==> config.mk <==
export PLATFORM = sky130hd
export DESIGN_NAME = wcc_ctrl
export DESIGN_NICKNAME = d
export VERILOG_FILES = /design/src/hw/rtl/wcc_pkg.sv /design/src/hw/rtl/wcc_ctrl.sv
export SDC_FILE = /design/constraint.sdc
export NUM_CORES = 1
export LEC_CHECK = 0
export BUFFER_PORTS_ARGS = -buffer_cell sky130_fd_sc_hd__buf_2
export CAP_MARGIN = 10
export CORE_AREA = 2 2 41 43
export CTS_CLUSTER_SIZE = 8
export DETAILED_ROUTE_END_ITERATION = 16
export DIE_AREA = 0 0 43 45
export HOLD_SLACK_MARGIN = 0.03
export PLACE_DENSITY = 0.6
export SLEW_MARGIN = 30
export SYNTH_ARGS = -nofsm -noshare
export SYNTH_HDL_FRONTEND = slang
export SYNTH_SLANG_ARGS = --single-unit
==> constraint.sdc <==
create_clock -name aclk -period 3.1 [get_ports aclk]
set_clock_uncertainty 0.15 [all_clocks]
set_input_delay 0.465 -clock aclk [delete_from_list [all_inputs] [get_ports aclk]]
set_output_delay 0.465 -clock aclk [all_outputs]
set_load 0.02 [all_outputs]
==> src/hw/rtl/wcc_pkg.sv <==
// Package: shared constants, types and command/status structs for the co-occurrence counter.
`default_nettype none
package wcc_pkg;
    localparam int VOCAB_SIZE = 1024;
    localparam int TOP_MAX    = 64;
    localparam int WINDOW_MAX = 8;
    localparam int ROW_W  = $clog2(VOCAB_SIZE);
    localparam int COL_W  = $clog2(TOP_MAX);
    localparam int SLOT_W = (WINDOW_MAX > 1) ? $clog2(WINDOW_MAX) : 1;
    localparam int FILL_W = $clog2(WINDOW_MAX + 1);
    localparam int ADDR_W = ROW_W + COL_W;
    localparam int DEPTH  = VOCAB_SIZE * TOP_MAX;
    localparam int CNT_W  = 32;
    localparam int SUM_W  = 40;
    localparam int NORM_W = 16;
    localparam int TOPC_W = 7;
    localparam int WIN_W  = 4;
    localparam int CFG_W  = 7;
    localparam int CFG_IDX_W = 1;
    localparam logic [CNT_W-1:0] COUNT_MAX = '1;
    localparam logic [SUM_W-1:0] SUM_MAX   = '1;
    localparam logic [CFG_IDX_W-1:0] REG_TOP_COUNT  = 1'd0;
    localparam logic [CFG_IDX_W-1:0] REG_WINDOW_LEN = 1'd1;

    typedef enum logic [1:0] {
        KIND_KNOWN    = 2'd0,
        KIND_UNKNOWN  = 2'd1,
        KIND_BOUNDARY = 2'd2,
        KIND_READ     = 2'd3
    } kind_t;

    typedef enum logic [3:0] {
        ST_CLEAR, ST_IDLE, ST_RD_ISSUE, ST_RD_WAIT, ST_RD_DIV, ST_RD_SQRT, ST_OUT,
        ST_UPD_SLOT, ST_UPD_WAIT, ST_UPD_WRITE
    } state_t;

    typedef struct packed {
        logic clr_step;     // write zero at clear address, advance
        logic latch_in;     // capture input word
        logic ring_clear;
        logic ring_push;
        logic slot_reset;   // slot counter to zero
        logic slot_next;
        logic rd_mem;       // issue matrix read (read addr or update addr)
        logic use_upd_addr;
        logic wr_update;    // write incremented count and sum
        logic div_start;
        logic sqrt_start;
        logic out_load;
    } cmd_t;

    typedef struct packed {
        logic clr_done;
        logic is_read;
        logic is_boundary;
        logic do_count;     // known word below top count
        logic push_valid;
        logic slot_done;    // no more slots to visit
        logic slot_hit;     // current slot is a valid known word
        logic div_done;
        logic sqrt_done;
    } stat_t;
endpackage
`default_nettype wire

==> src/hw/rtl/wcc_ctrl.sv <==
// Controller state machine: sequences clearing, word updates and reads.
`default_nettype none
module wcc_ctrl import wcc_pkg::*; (
    input  wire logic  aclk,
    input  wire logic  aresetn,
    input  wire logic  s_valid,
    output logic       s_ready,
    output logic       m_valid,
    input  wire logic  m_ready,
    input  wire stat_t stat,
    output cmd_t       cmd
);
    state_t state_reg, state_next;
    logic out_full_reg, out_full_next;
    logic s_fire;

    assign s_ready = (state_reg == ST_IDLE);
    assign s_fire  = s_valid && s_ready;
    assign m_valid = out_full_reg;

    always_comb begin
        state_next = state_reg;
        unique case (state_reg)
            ST_CLEAR:     if (stat.clr_done) state_next = ST_IDLE;
            ST_IDLE:      if (s_fire) state_next = ST_RD_ISSUE;
            ST_RD_ISSUE: begin
                if (stat.is_read) state_next = ST_RD_WAIT;
                else if (stat.is_boundary) state_next = ST_IDLE;
                else if (stat.do_count) state_next = ST_UPD_SLOT;
                else state_next = ST_IDLE;
            end
            ST_RD_WAIT:   state_next = ST_RD_DIV;
            ST_RD_DIV:    if (stat.div_done) state_next = ST_RD_SQRT;
            ST_RD_SQRT:   if (stat.sqrt_done) state_next = ST_OUT;
            ST_OUT:       if (!out_full_reg || m_ready) state_next = ST_IDLE;
            ST_UPD_SLOT: begin
                if (stat.slot_done) state_next = ST_IDLE;
                else if (stat.slot_hit) state_next = ST_UPD_WAIT;
            end
            ST_UPD_WAIT:  state_next = ST_UPD_WRITE;
            ST_UPD_WRITE: state_next = ST_UPD_SLOT;
            default:      state_next = ST_IDLE;
        endcase
    end

    always_comb begin
        cmd = '0;
        unique case (state_reg)
            ST_CLEAR:    cmd.clr_step = 1'b1;
            ST_IDLE:     cmd.latch_in = s_fire;
            ST_RD_ISSUE: begin
                cmd.slot_reset = 1'b1;
                if (stat.is_read) cmd.rd_mem = 1'b1;
                else if (stat.is_boundary) cmd.ring_clear = 1'b1;
                else if (!stat.do_count) cmd.ring_push = 1'b1;
            end
            ST_RD_WAIT:  cmd.div_start = 1'b1;
            ST_RD_DIV:   cmd.sqrt_start = stat.div_done;
            ST_OUT:      cmd.out_load = !out_full_reg || m_ready;
            ST_UPD_SLOT: begin
                if (stat.slot_done) cmd.ring_push = 1'b1;
                else if (stat.slot_hit) begin
                    cmd.rd_mem = 1'b1;
                    cmd.use_upd_addr = 1'b1;
                end else cmd.slot_next = 1'b1;
            end
            ST_UPD_WAIT: cmd.use_upd_addr = 1'b1;
            ST_UPD_WRITE: begin
                cmd.use_upd_addr = 1'b1;
                cmd.wr_update = 1'b1;
                cmd.slot_next = 1'b1;
            end
            default: cmd = '0;
        endcase
    end

    always_comb begin
        out_full_next = out_full_reg;
        if (m_ready) out_full_next = 1'b0;
        if (cmd.out_load) out_full_next = 1'b1;
    end

    always_ff @(posedge aclk) begin
        if (!aresetn) begin
            state_reg    <= ST_CLEAR;
            out_full_reg <= 1'b0;
        end else begin
            state_reg    <= state_next;
            out_full_reg <= out_full_next;
        end
    end
endmodule
`default_nettype wire

==> results_dict.tcl, run 1 <==
set metrics [dict create \
    max_freq_ghz 0.4231 \
    yosysTopAreaCellShare 0.2000 \
    hold_violations 0 \
    die_area_um2 1935 \
    slew_viol_final 0 \
    drc 0 \
    syn_to_final_growth_pct 28.25 \
    leakage_nw 0.3296 \
    core_area_um2 1471 \
    nFillCells 157 \
    synthFlopType "dfxtp_1" \
    nNetsFinal 103 \
    hold_class "in2reg" \
    grt_antenna_before_repair 0 \
    drive_gt1_frac 0.3820 \
    grt_max_degree 15 \
    rsz0062_at_grt "false" \
    ant_nets 0 \
    syn_nets 78 \
    hpwl_um 925.7 \
    largest_register_ffs 4 \
    synth_area_leaders "dfxtp_1 (20%), nand2_1 (5.3%), nand2b_1 (5.0%)" \
    synth.cell_area_um2 500.5 \
    hold_slack_ps 328.6 \
    required_ps 2480 \
    utilization 0.4362 \
    critPathLaunchType "flop" \
    yosysMostFrequentCell "nand2_1" \
    die_w_um 43 \
    ys_warn_count 0 \
    tns_ps 0 \
    insertion_delay_ps 240 \
    clock_sinks 5 \
    htreeDepth 1 \
    synth_edf_count 0 \
    slew_headroom 0.6599 \
    wl_per_cell_um 10.86 \
    yosys.area.top_type "dfxtp_1" \
    cap_violations 0 \
    worstSetupPathType "reg2out" \
    grt_pass1_wl_mm 1.794 \
    cts_resized 0 \
    worstPathMaxFanout 14 \
    cts_setup_buffers 0 \
    via_per_inst 5.200 \
    setup_viol 0 \
    placement.io_buffers 25 \
    grt_pass1_vias 453 \
    netlist_top_cells_count "nand2_1 (7), dfxtp_1 (5), nor2_1 (5), nor3_1 (5), nand2b_1 (4)" \
    dr.pass1.iters 4 \
    totalWireLength_mm 1.140 \
    gp_congestion 0.7234 \
    layout.cells.non_filler 105 \
    period_share 0.7624 \
    ys_ff_latch 5 \
    crit_arrival_ps 1750 \
    synthesis.instances 65 \
    numCtsBuffers 3 \
    worst_slew_pin_slew_ps 509.4 \
    ys_async_sr_fraction 0 \
    num_antenna_cells 0 \
    initial_utilization 0.3401 \
    avgSynthCellArea_um2 7.700 \
    ios 27 \
    endpoint_kind "output pin" \
    outcome "finished clean" \
    cts_tree "yes" \
    clockBufferDepth 2 \
    ys_types 35 \
    core.rowCount 14 \
    grt_overflow 0 \
    grtUsageTotal 0.1209 \
    cts_hold_buf 0 \
    post-place-cells 101 \
    vias 546 \
    ir_worst_vdd_v 0.0002986 \
    root_buffer "clkbuf_4" \
    power_density_nw_per_um2 506.7 \
    first_iter_violations 9 \
    fin_crit_ps 2363 \
    path_clk_slew_ps 40 \
    ys_seq_area_frac 0.2000 \
    die_h_um 45 \
]
==> layer usage <==
layer  part of all wire  up-vias  global-route usage
li1                   -      288                   -
met1               0.47      241              0.1484
met2               0.47       17              0.2152
met3              0.059        0             0.03600
met4                  0        0             0.01818
met5                  0        -                   0
==> final timing paths <==
path                 from           end  slack [ps]  depth (start not counted)
max          state_reg[1]        cmd[8]         740                          4
min               aresetn  state_reg[0]         330                          3
max reg2reg  state_reg[2]  state_reg[2]        1200                          4
min reg2reg       m_valid       m_valid         510                          3
==> cells by family after synthesis <==
| logic type | synth area share |
|---|---|
| AOI/OAI and AO/OA | 0.2350 |
| muxes | 0.04999 |
| and+or+nand+nor | 0.4150 |
| DFF | 0.2000 |
| buffers and inverters | 0.08248 |
| xor gates and xnor gates | 0.01750 |
==> worst max-delay path, cell delays in order (launching register included) <==
cell	delay, ps
dfxtp_1	570
nor4b_2	410
nand2b_1	120
o31ai_1	200
buf_2	200
==> power by group <==
part	leakage [nW]	total, mW	switching (mW)	internal [mW]
registers	0.0409	0.107	0.0328	0.0744
clock network	0.0150	0.0738	0.0252	0.0486
logic	0.274	0.144	0.0749	0.0694
total	0.330	0.325	0.133	0.192
==> per-stage QoR <==
stage	worst slack [ps]	power, mW	instance area, um2
3_5_place_dp	980.0	0.2528	615.6
4_1_cts	731.2	0.3292	641.9
3_3_place_gp	996.7	0.2522	615.6
2_1_floorplan	692.3	0.2191	500.5
6_report	736.5	0.3252	641.9
5_1_grt	534.3	0.3506	641.9
==> cell type report <==
type,count,area (um2),share of cell area
well taps,16,20.02,0.03119
clock buffers,4,26.28,0.04094
inverters,3,11.26,0.01754
multi-input cells,52,359.1,0.5595
flip-flops and latches,5,100.1,0.1559
repair buffers,25,125.1,0.1949
==> cell usage in the layout (no fill, tap or decap), drive strengths merged, types with 2 or more instances in the layout <==
| cell type | synthesis | routed |
|---|---|---|
| buf | 5 | 25 |
| nand2 | 7 | 7 |
| nor2 | 5 | 5 |
| nor3 | 5 | 5 |
| dfxtp | 5 | 5 |
| nand2b | 4 | 4 |
| clkbuf | 0 | 4 |
| nor2b | 3 | 3 |
| inv | 3 | 3 |
| a21oi | 3 | 3 |
| nor4b | 2 | 2 |
| a22oi | 2 | 2 |
Note: power is estimated with default switching activity, not from simulation.
==> run 2: changes to the inputs <==
==> constraint.sdc (replaced) <==
create_clock -name aclk -period 2.28 [get_ports aclk]
set_clock_uncertainty 0.15 [all_clocks]
set_input_delay 0.342 -clock aclk [delete_from_list [all_inputs] [get_ports aclk]]
set_output_delay 0.342 -clock aclk [all_outputs]
set_load 0.02 [all_outputs]
==> run 2 against run 1 <==
Against the previous run: sequential cell count is the same; clock power grew 40%; clock-buffer cell count is the same; cell count grew 1.9%; utilization grew 1.4 points; total power grew 40%; first-iteration DRC count grew 22%; critical path type unchanged; highest routed layer unchanged.
==> results_dict.tcl, run 2 (synthesis results as in run 1) <==
set metrics [dict create \
    path_clk_slew_ps 40 \
    ant_nets 0 \
    grt_pass1_wl_mm 1.966 \
    grt_antenna_before_repair 0 \
    core_area_um2 1471 \
    slew_headroom 0.7037 \
    via_per_inst 5.318 \
    cts_tree "yes" \
    htreeDepth 1 \
    die_area_um2 1935 \
    fin_crit_ps 2086 \
    grt_max_degree 15 \
    cts_setup_buffers 0 \
    worstPathMaxFanout 14 \
    drive_gt1_frac 0.4176 \
    drc 0 \
    cap_violations 0 \
    nFillCells 166 \
    period_share 0.9149 \
    insertion_delay_ps 240 \
    initial_utilization 0.3401 \
    layout.cells.non_filler 107 \
    hpwl_um 956.7 \
    rsz0062_at_grt "false" \
    largest_register_ffs 4 \
    worstHoldEndpoint "state_reg[0]" \
    worst_r2r_endpoint "state_reg[3]" \
    layout_commonest_cell "buf_2" \
    path_buf_inv 1 \
    max_freq_ghz 0.4794 \
    critPathLaunchType "flop" \
    rrSetupSlack_ps 490 \
    nNetsFinal 105 \
    dr.pass1.iters 4 \
    r2r-start "state_reg[3]" \
    gp_congestion 0.7207 \
    outcome "finished clean" \
    utilization 0.4507 \
    power.total_mw 0.4560 \
    wl_per_cell_um 11.35 \
    mostFrequentLayoutCells "buf_2 (25), nand2_1 (7), nor2_1 (5), nor3_1 (5)" \
    root_buffer "clkbuf_4" \
    die_h_um 45 \
    worstSetupPathType "reg2out" \
    tns_ps 0 \
    holdPathStages 3 \
    reg2reg_depth 4 \
    crit_arrival_ps 1590 \
    critical_path.max_stage_delay_ps 430 \
    cp.depth 5 \
    regArea_um2 101.3 \
    totalWireLength_mm 1.214 \
    numCtsBuffers 3 \
    power_density_nw_per_um2 687.7 \
    grt_pass1_vias 474 \
    grt_overflow 0 \
    min_from "aresetn" \
    setup_viol 0 \
    placement.io_buffers 25 \
    num_antenna_cells 0 \
    vias 569 \
    endpoint_kind "output pin" \
    multi_input_area_um2 364.1 \
    first_iter_violations 11 \
    crit_slowest_cell "dfxtp_1" \
    clockBufferDepth 2 \
    required_ps 1790 \
    worst_slew_pin_slew_ps 443.9 \
    hold_class "in2reg" \
    core.rowCount 14 \
    crit_chain "nand2b_1, nor3_1, nand2_1, o21ai_1, buf_2" \
    clock_sinks 5 \
    syn_to_final_growth_pct 32.50 \
    hold_violations 0 \
    ir_worst_vdd_v 0.0003533 \
    grtUsageTotal 0.1352 \
    leakage_nw 0.3429 \
    hold_slack_ps 209.7 \
    die_w_um 43 \
    cp_top_family "simple AND/OR/NAND/NOR gates" \
    post-place-cells 103 \
    slew_viol_final 0 \
    ios 27 \
]
==> run 2: cell types whose count changed in the layout (fill, tap and decap cells not counted), sizes merged <==
cell / delta
buf: +2
==> run 2: per-layer routing <==
metal | part of all wire | vias to the layer above | GRT usage
li1 | - | 291 | -
met1 | 0.45 | 254 | 0.1630
met2 | 0.48 | 24 | 0.2273
met3 | 0.068 | 0 | 0.04000
met4 | 0 | 0 | 0.05455
met5 | 0 | - | 0
==> run 2: timing repair <==
action | CTS | global route
hold buffers | 0 | 0
setup endpoints to repair | 0 | 1
gates resized for setup | 0 | 1
==> run 2: cell type report <==
class / count / area share
inverter: 3 / 0.01698
multi-input combinational: 52 / 0.5491
clock buffer: 4 / 0.03962
tap: 16 / 0.03019
sequential: 5 / 0.1528
timing repair buffer: 27 / 0.2113
==> run 2: worst max-delay path by stage <==
| stage | startpoint | endpoint | slack (ps) |
|---|---|---|---|
| after floorplan | state_reg[0] | cmd[8] | 140 |
| after global placement | state_reg[2] | cmd[4] | 350 |
| after detailed placement | state_reg[2] | cmd[4] | 320 |
| after CTS | state_reg[2] | cmd[4] | 60 |
| after global routing | state_reg[3] | cmd[4] | 70 |
| final | state_reg[3] | cmd[4] | 190 |
==> run 2: worst register-to-register path, cell delays in order, from the launching register on <==
cell      delay (ps)
dfxtp_1          590
and4bb_1         320
a22oi_2          290
and3_4           250
o211a_1          140
==> run 2: through the flow <==
step / cell area [um2] / setup slack [ps]
3_5_place_dp: 635.6 / 322.7
5_1_grt: 663.1 / 65.20
6_report: 663.1 / 194.0
4_1_cts: 661.9 / 61.36
3_3_place_gp: 635.6 / 350.4
2_1_floorplan: 505.5 / 143.8
==> run 2: where the power goes <==
part | switching [mW] | internal [mW]
logic | 0.109 | 0.100
clock network | 0.0372 | 0.0662
registers | 0.0404 | 0.103
total | 0.187 | 0.269
==> run 3: changes to the inputs <==
==> config.mk (replaced) <==
export PLATFORM = sky130hd
export DESIGN_NAME = wcc_ctrl
export DESIGN_NICKNAME = d
export VERILOG_FILES = /design/src/hw/rtl/wcc_pkg.sv /design/src/hw/rtl/wcc_ctrl.sv
export SDC_FILE = /design/constraint.sdc
export NUM_CORES = 1
export LEC_CHECK = 0
export CAP_MARGIN = 10
export CORE_AREA = 2 2 39 41
export CTS_CLUSTER_SIZE = 8
export DETAILED_ROUTE_END_ITERATION = 16
export DIE_AREA = 0 0 41 43
export DONT_BUFFER_PORTS = 1
export HOLD_SLACK_MARGIN = 0.03
export PLACE_DENSITY = 0.49
export SLEW_MARGIN = 30
export SYNTH_ARGS = -nofsm -noshare
export SYNTH_HDL_FRONTEND = slang
export SYNTH_SLANG_ARGS = --single-unit
==> run 3 against run 2 <==
Against the previous run: sequential share of layout area rose by 2.1 points; via count fell by 15%; setup slack got worse by 25 ps; die area fell by 8.9%; register-to-register slack barely moved; cell count fell by 18%; sequential cell count did not move; global-route usage rose by 1.2 points; first-iteration DRC count fell by 64%; total power fell by 3.5%; wire length fell by 2.1%; sequential power rose by 3%; largest power group unchanged.
==> results_dict.tcl, run 3 (synthesis results as in run 1) <==
set metrics [dict create \
    rsz0062_at_grt "false" \
    grt_overflow 0 \
    wl_per_cell_um 13.50 \
    clockBufferDepth 2 \
    die_area_um2 1763 \
    period_share 0.9258 \
    numCtsBuffers 3 \
    gp_congestion 0.7472 \
    max_freq_ghz 0.4738 \
    setup_viol 0 \
    mostFrequentLayoutCells "buf_4 (8), nand2_1 (7), nor2_1 (5), nor3_1 (5)" \
    syn_to_final_growth_pct 16.50 \
    cts_tree "yes" \
    required_ps 1790 \
    critical_path.max_stage_delay_ps 580 \
    layout_commonest_cell "buf_4" \
    fin_crit_ps 2111 \
    hold_violations 0 \
    outcome "finished clean" \
    pwr-share-seq 0.334 \
    critPathLaunchType "flop" \
    leakage_nw 0.2565 \
    worstSetupPathType "reg2out" \
    crit_chain "nor4b_2, nand2b_1, o31ai_2, buf_4" \
    power.internal_mw 0.2639 \
    ant_nets 0 \
    hpwl_um 934.6 \
    endpoint_kind "output pin" \
    ir_worst_vdd_v 0.0003116 \
    slew_viol_final 0 \
    grtUsageTotal 0.1469 \
    p_sw_frac 0.4006 \
    power_density_nw_per_um2 755.1 \
    core_area_um2 1384 \
    crit_slowest_cell "dfxtp_1" \
    post-place-cells 84 \
    largest_register_ffs 4 \
    nFillCells 166 \
    grt_pass1_vias 448 \
    drive_gt1_frac 0.2639 \
    layout.cells.non_filler 88 \
    first_iter_violations 4 \
    path_clk_slew_ps 40 \
    via_per_inst 5.466 \
    grt_max_degree 15 \
    placement.io_buffers 0 \
    ios 27 \
    totalWireLength_mm 1.188 \
    worstPathMaxFanout 14 \
    die_w_um 41 \
    combPwrFrac 0.439 \
    initial_utilization 0.3617 \
    clkPwrFrac 0.227 \
    hold_class "in2reg" \
    insertion_delay_ps 240 \
    htreeDepth 1 \
    vias 481 \
    grt_pass1_wl_mm 1.807 \
    clock_sinks 5 \
    crit_arrival_ps 1620 \
    core.rowCount 14 \
    slew_headroom 0.6845 \
    cts_setup_buffers 0 \
    nNetsFinal 86 \
    die_h_um 43 \
    p_sw_mw 0.1764 \
    grt_antenna_before_repair 0 \
    worst_slew_pin_slew_ps 472.6 \
    path_buf_inv 1 \
    root_buffer "clkbuf_4" \
    dr.pass1.iters 4 \
    cap_violations 0 \
    cp_top_family "flip-flops" \
    tns_ps 0 \
    num_antenna_cells 0 \
    drc 0 \
]
run 3: cell count changes in the layout (fill, tap and decap cells not counted), sizes merged:
cell / change
buf: -19
run 3: path summary, 6_finish.rpt:
check / slack, ps / end / cells past startpoint / startpoint
worst max-delay path: 170 / cmd[8] / 4 / state_reg[1]
worst min-delay path: 90 / state_reg[3] / 1 / aresetn
worst max register to register: 480 / state_reg[3] / 4 / state_reg[3]
worst min register to register: 560 / state_reg[2] / 2 / state_reg[2]
run 3: metrics by stage:
step | cell area [um2] | total power, mW | setup WS (ps) | hold WS (ps) | util
6_report | 583.1 | 0.4403 | 169.2 | 85.02 | 0.4213
3_5_place_dp | 555.5 | 0.3421 | 361.9 | 334.8 | 0.4014
2_1_floorplan | 505.5 | 0.2983 | 143.8 | 320.3 | -
5_1_grt | 583.1 | 0.4749 | 15.80 | 83.86 | 0.4213
4_1_cts | 581.8 | 0.4462 | 102.2 | 77.43 | 0.4204
3_3_place_gp | 555.5 | 0.3395 | 378.1 | 333.3 | 0.4014
run 3: repair_timing:
item                       in CTS  in global routing
hold buffers                    0                  0
setup endpoints to repair       0                  1
gates resized for setup         0                  1
run 3: power groups by stage:
stage	Clock, mW	Sequential, mW	Combinational, mW
finish	0.100	0.147	0.193
global route	0.108	0.155	0.212
CTS	0.106	0.146	0.195
detailed placement	0	0.148	0.194
global placement	0	0.148	0.192
floorplan	0	0.113	0.185
run 3: metal layers:
layer	part of all wire	global-route usage	vias to the layer above
li1	-	-	249
met1	0.43	0.1650	220
met2	0.50	0.2406	12
met3	0.072	0.03141	0
met4	0	0.08000	0
met5	0	0	-
run 3: cell type report:
class | count | area, um2 | share of cell area
clock buffer | 4 | 26.28 | 0.04506
sequential | 5 | 101.3 | 0.1738
timing repair buffer | 8 | 60.06 | 0.1030
tap | 16 | 20.02 | 0.03433
inverter | 3 | 11.26 | 0.01931
multi-input combinational | 52 | 364.1 | 0.6245
